$ cat config.mk
export PLATFORM = sky130hd
export DESIGN_NAME = hcs_div
export DESIGN_NICKNAME = d
export VERILOG_FILES = /design/src/sv/hcs_pkg.sv /design/src/sv/hcs_div.sv
export SDC_FILE = /design/constraint.sdc
export NUM_CORES = 2
export LEC_CHECK = 0
export BUFFER_PORTS_ARGS = -buffer_cell sky130_fd_sc_hd__buf_2
export CORE_MARGIN = 5
export CORE_UTILIZATION = 46
export DETAILED_ROUTE_END_ITERATION = 7
export GPL_TIMING_DRIVEN = 0
export MAX_ROUTING_LAYER = met4
export PLACE_DENSITY = 0.62
export SETUP_SLACK_MARGIN = 0.4
export SLEW_MARGIN = 15
export SYNTH_ARGS = -nofsm -noshare
export SYNTH_HDL_FRONTEND = slang
export SYNTH_SLANG_ARGS = --single-unit
$ cat constraint.sdc
create_clock -name clk -period 4.15 [get_ports clk]
set_input_delay 0.83 -clock clk [delete_from_list [all_inputs] [get_ports clk]]
set_output_delay 0.83 -clock clk [all_outputs]
set_load 0.05 [all_outputs]
$ cat src/sv/hcs_pkg.sv
`timescale 1ns / 1ps
// ----------------------------------------------------------------------------
// hcs_pkg
// Shared types and constants for the HSL color shade pipeline.
// ----------------------------------------------------------------------------
package hcs_pkg;

    localparam int FIELD_W = 16;
    localparam int CHANNEL_BITS_DEF = 16;
    localparam int AMOUNT_FRAC_BITS_DEF = 12;

    // Hue, saturation and lightness carry FX fraction bits; 1.0 is 2^FX.
    localparam int FX = 24;
    localparam logic [FX:0] ONE = {1'b1, {FX{1'b0}}};
    localparam logic [FX:0] HALF_ONE = {2'b01, {(FX - 1){1'b0}}};

    localparam longint SHIFT_HI_K_L =
        (64'd97222 * (64'd1 << FX) + 64'd5000000) / 64'd10000000;
    localparam longint SHIFT_LO_K_L =
        (64'd33333 * (64'd1 << FX) + 64'd500000) / 64'd1000000;
    localparam longint SHIFT_LO_C_L =
        (64'd47222 * (64'd1 << FX) + 64'd500000) / 64'd1000000;
    localparam logic [FX-1:0] SHIFT_HI_K = FX'(SHIFT_HI_K_L);
    localparam logic [FX-1:0] SHIFT_LO_K = FX'(SHIFT_LO_K_L);
    localparam logic [FX-1:0] SHIFT_LO_C = FX'(SHIFT_LO_C_L);

    typedef enum logic [1:0] {
        ACT_SHADE      = 2'd0,
        ACT_SHADE_SHIFT = 2'd1,
        ACT_HUE_SHIFT  = 2'd2,
        ACT_SCALE_SAT  = 2'd3
    } act_t;

    typedef enum logic [1:0] {
        SEG_RISE = 2'd0,
        SEG_HIGH = 2'd1,
        SEG_FALL = 2'd2,
        SEG_LOW  = 2'd3
    } seg_t;

    typedef struct packed {
        act_t                       action;
        logic signed [FIELD_W-1:0]  amount;
        logic                       grey;
    } hcs_side_t;

    typedef struct packed {
        logic [FIELD_W-1:0] red;
        logic [FIELD_W-1:0] green;
        logic [FIELD_W-1:0] blue;
    } hcs_rgb_t;

endpackage

$ cat src/sv/hcs_div.sv
`timescale 1ns / 1ps
// ----------------------------------------------------------------------------
// hcs_div
// Pipelined restoring divider, one quotient bit per register stage.
// The upper DW bits of the numerator must be below the divisor.
// ----------------------------------------------------------------------------
module hcs_div
    import hcs_pkg::*;
#(
    parameter int DW = 19,
    parameter int QW = 25
)
(
    input  logic                clk,
    input  logic                en,
    input  logic [DW+QW-1:0]    num,
    input  logic [DW-1:0]       den,
    output logic [QW-1:0]       quo
);

    localparam int NW = DW + QW;

    logic [NW-1:0] acc_reg [QW];
    logic [DW-1:0] den_reg [QW];

    for (genvar k = 0; k < QW; k++)
    begin : g_step
        logic [NW-1:0] acc_in;
        logic [DW-1:0] den_in;
        logic [DW:0]   trial;
        logic [DW:0]   diff;
        logic [NW-1:0] acc_next;

        if (k == 0)
        begin : g_first
            assign acc_in = num;
            assign den_in = den;
        end
        else
        begin : g_rest
            assign acc_in = acc_reg[k-1];
            assign den_in = den_reg[k-1];
        end

        always_comb
        begin
            trial = acc_in[NW-1:QW-1];
            diff  = trial - {1'b0, den_in};
            if (trial >= {1'b0, den_in})
            begin
                acc_next = {diff[DW-1:0], acc_in[QW-2:0], 1'b1};
            end
            else
            begin
                acc_next = {trial[DW-1:0], acc_in[QW-2:0], 1'b0};
            end
        end

        always_ff @(posedge clk)
        begin
            if (en)
            begin
                acc_reg[k] <= acc_next;
                den_reg[k] <= den_in;
            end
        end
    end

    assign quo = acc_reg[QW-1][QW-1:0];

endmodule

# After elaboration in Yosys (flattened, before gate mapping)
# Memories as Yosys holds them, arrays and structs flattened.
# Index checks and enable logic that the tools add are counted.
# classes
n_eq_ne	0
n_mux	27
n_shift	0
magnitude_cmp	25
add_sub_neg	25
bitwise_logic	0
reduce_logical	0
div	0
n_mul	0
# ops
operator	count
44-bit two-way mux	25
20-bit by 19-bit >= comparator with 1-bit output	25
19-bit subtractor	25
1-bit two-way mux	2
# totals
regBits	0
wordCells	79
romBits	0
latchBits	0
inputBits	65
out_inout_bits	25
mem_count	2
ram_bits	1575
# memory_table
name	words	word_bits	read_ports	rd_clocked_by_memory_dff	write_ports	line	source
acc_reg	25	44	25	0	25	hcs_div.sv:23	logic [NW-1:0] acc_reg [QW];
den_reg	25	19	24	0	25	hcs_div.sv:24	logic [DW-1:0] den_reg [QW];

# Logic depth before layout (Yosys ltp)
# logic_depth
word_depth	2
depth_mapped	15
ltp_nobuf	13

# Worst setup path after synthesis
# Ideal clock, no wire load.
# synth_path
path_kind	input -> register
from	in num[24]
to	mem acc_reg[0][35] in the netlist's numbering (data pin)
required_time_ps	3890
path_slack_ps	597
cell_stages	12
arrival_ps	3294
path_buffers	1
setup_ps	260
path_cell_list	inv_1 -> ha_1 -> fa_1 -> nor2b_1 -> o31ai_1 -> a211o_1 -> a21oi_1 -> o21a_1 -> o41ai_1 -> a21oi_1 -> buf_2 -> mux2_2
# synth_lines
element	line	source
from (decl)	hcs_div.sv:16	input logic [DW+QW-1:0] num,
to (decl)	hcs_div.sv:23	

==> results.md <==
- Cell Rows: 147
- Number of flops mapped to enable cells by yosys: 1537
- Max-capacitance violation count: 0
- Chip width: around 410 um
- CP Class: register to register
- Number of synthesis warnings: 0
- Largest fanout on the critical path: 10
- Area growth syn-to-layout: 12.2%
- Hold buffer count at cts: 0
- Max reg flops: 1081
- Final setup fails: 0
- Skew final: 0.0202 ns
- Critical Path End: acc_reg[1][69]
- First-pass GRT wire length: 222 mm
- First-pass DRT Iterations: 6
- Skew-Pair Late Insertion Delay: 0.77 ns
- Root Driver: clkbuf_16
- Final hold vios: 0
- Max Root-Sink Buffers: 3
- Routed WL: ~140 mm
- H-tree depth: 4
- Final Slew Violations: 0
- CTS tree: built
- Num ports: 90
- Critical Path Source: den_reg[1][2]
- Pleak: between 30 and 40 nW
- Register area share after synthesis: 0.625
- DRC violations left: 0
- CP bufs+invs: 2
- Worst EP arrival: between 4 and 5 ns
- Placed cell count: 7796
- Max VDD drop: 0.000493 V
- Vias in the first global route: between 40000 and 50000
- Power Density: 745 nW/um2
- GP Congestion: between 0.8 and 0.9
- Initial antenna violation count: 6
- Violation count after the first detailed-route iteration: 2861
- Crit end category: register
- All-layer global routing usage: 0.168
- #FFs+latches synth: 1537
- Min-delay src: num[21]
- Synthesized instance count: between 5000 and 6000
- Crit path max-delay family: compound AO/OA/AOI/OAI gates
- Via Count: between 40000 and 50000
- Tmin final: 3.69 ns
- DP HPWL: 99.2 mm
- CTS buffer count: 168
- Post-synth top area share: 0.625
- RSZ-0062 raised after global routing: yes
- Worst-Margin Slew: around 0.96 ns
- Max incr delay on CP: 0.48 ns
- Initial Util: 0.462
- Synth unique cells: 78
- Die span in y: 411 um
- Worst EP required: 4.67 ns
- Critical Path, Cell by Cell: inv_1, ha_1, nor2b_1, o21ai_0, a21boi_0, o31a_1, o31a_1, o21ai_0, a31oi_1, nor3_1, buf_4, mux2i_1
- Status: complete, no violations
- Via density: 5.30
- Ys async rst share: 0
- Slowest-stage cell, CP: edfxtp_1
- Cell Area, Synth: ~74000 um2
- Clk slew on worst S/H paths: 0.06 ns
- Buffers on Ports: 89
- Cell Area, Placed: approximately 77000 um2
- Core ar.: 160000 um2
- Worst path depth: 12
- Reg-to-reg setup timing slack: around 0.46 ns
- # nets final: ~6500
- Ys flop type: edfxtp_1
- Synth Area per Inst: around 13 um2
- R2r startpoint: den_reg[1][2]
- DR WL/cell: 17.1 um
- Worst R2R End: acc_reg[1][69]
- DIE AREA: 169000 um2
- Gr ovfl total: 0
- Clock Sinks: 1537
- Largest cells by area after synthesis: edfxtp_1 62%, ha_1 8.0%, mux2_2 3.4%
- Final Instance Area: approximately 83000 um2
- HP Class: input port to register
- Pin count of the biggest net entering global routing: 158
- Final period utilization: 0.888
- Layout Cells excl Fill: around 8000
- Antenna viol nets, final: 0
- Post-synth top area cell: edfxtp_1
- R2R cell count: 12
- Startpoint types: register
- Layout cells sized above 1: 0.108
- Max Freq: 271 MHz
- Filler Cell Count: 13516
- Post-synth net total: 6173
- Final Util: 0.518
- Slew headroom: 0.349
routing by layer:
| layer | global-route usage | wire length [um] | part of all wire |
|---|---|---|---|
| met2 | 0.260 | 62900 | 0.45 |
| met5 | - | 0 | 0 |
| met3 | 0.0298 | 6600 | 0.047 |
| met4 | 0.0565 | 4580 | 0.033 |
| met1 | 0.227 | 65000 | 0.47 |
cell usage in the layout, fill, tap and decap left out, drive strengths merged, types with 27 or more instances in the layout:
| cell | count |
|---|---|
| nor3 | 91 |
| o21a | 87 |
| o21bai | 35 |
| xor2 | 127 |
| clkinv | 67 |
| a211oi | 34 |
| inv | 602 |
| and3 | 29 |
| xnor2 | 211 |
| clkbuf | 253 |
| nor2 | 289 |
| nand3 | 65 |
| ha | 475 |
| nand4 | 58 |
| nand2b | 56 |
| a21o | 132 |
| o21ai | 324 |
| o31ai | 41 |
| o31a | 27 |
| buf | 137 |
| mux2 | 223 |
| edfxtp | 1537 |
| nor2b | 74 |
| nand2 | 332 |
| a21oi | 319 |
| mux2i | 38 |
| a31oi | 56 |
cells in the mapped netlist (20+ instances only):
cell type and number:
ha_1 475, a21oi_1 319, nand2b_1 56, o21ai_0 321
nor2b_1 74, mux2i_1 38, o31a_1 27, a211oi_1 34
o31ai_1 41, mux2_2 223, o21bai_1 35, and3_1 29
a31oi_1 55, xor2_1 127, nor2_1 289, nand2_1 332
or3_1 21, nand4_1 58, and2_1 23, fa_1 24
xnor2_1 211, nand3_1 65, buf_2 23, o21a_1 87
inv_1 588, a21o_1 132, nor3_1 91, edfxtp_1 1537
o211ai_1 20, clkbuf_1 41
where the power goes:
part	switching (mW)	leakage, nW	internal (mW)	total, mW
sequential	1.78	15.0	21.9	23.6
combinational	13.1	14.9	10.8	23.8
clock	5.98	2.57	8.27	14.3
total	20.8	32.5	40.9	61.7
area by class of cell:
cell class,instances,area [um2],share of cell area
Antenna cell,5,12.5,0.000151
Clock inverter,99,921,0.0111
Tap cell,2086,2610,0.0315
Inverter,588,2210,0.0267
Buffer,69,342,0.00412
Multi-Input combinational cell,3415,25300,0.306
Sequential cell,1537,46200,0.557
Clock buffer,210,4400,0.0532
Timing Repair Buffer,111,863,0.0104
metrics by stage:
step / worst slack [ns] / power, mW / TNS (ns) / hold WS, ns
2_1_floorplan: 0.597 / 41.2 / 0 / 0.400
4_1_cts: 0.432 / 62.0 / 0 / 0.146
5_1_grt: 0.371 / 65.9 / 0 / 0.158
3_5_place_dp: -0.297 / 47.2 / -45.17 / 0.405
3_3_place_gp: -21.69 / 47.5 / - / 0.400
6_report: 0.465 / 61.7 / 0 / 0.231
logic make-up after synthesis:
kind of cell               synth area share
and+or+nand+nor                      0.0711
adders and majority gates            0.0870
muxes                                0.0391
xor gates and xnor gates             0.0401
AOI/OAI and AO/OA                     0.104
DFF                                   0.625
buffers and inverters                0.0340
worst min path at each step:
stage	to	slack, ns	cells after the start
finish	acc_reg[0][22]	0.23	1
detailed placement	acc_reg[0][135]	0.40	0
global placement	acc_reg[2][106]	0.40	0
floorplan	acc_reg[0][100]	0.40	0
global route	acc_reg[0][9]	0.16	1
CTS	acc_reg[0][10]	0.15	1
repair_timing:
action / CTS / global route
resized for setup: 12 / 45
setup buffers: 5 / 4
gates cloned: 0 / 1
setup endpoints to repair: 85 / 390
pin swaps: 2 / 3
(Power assumes the default switching activity.)
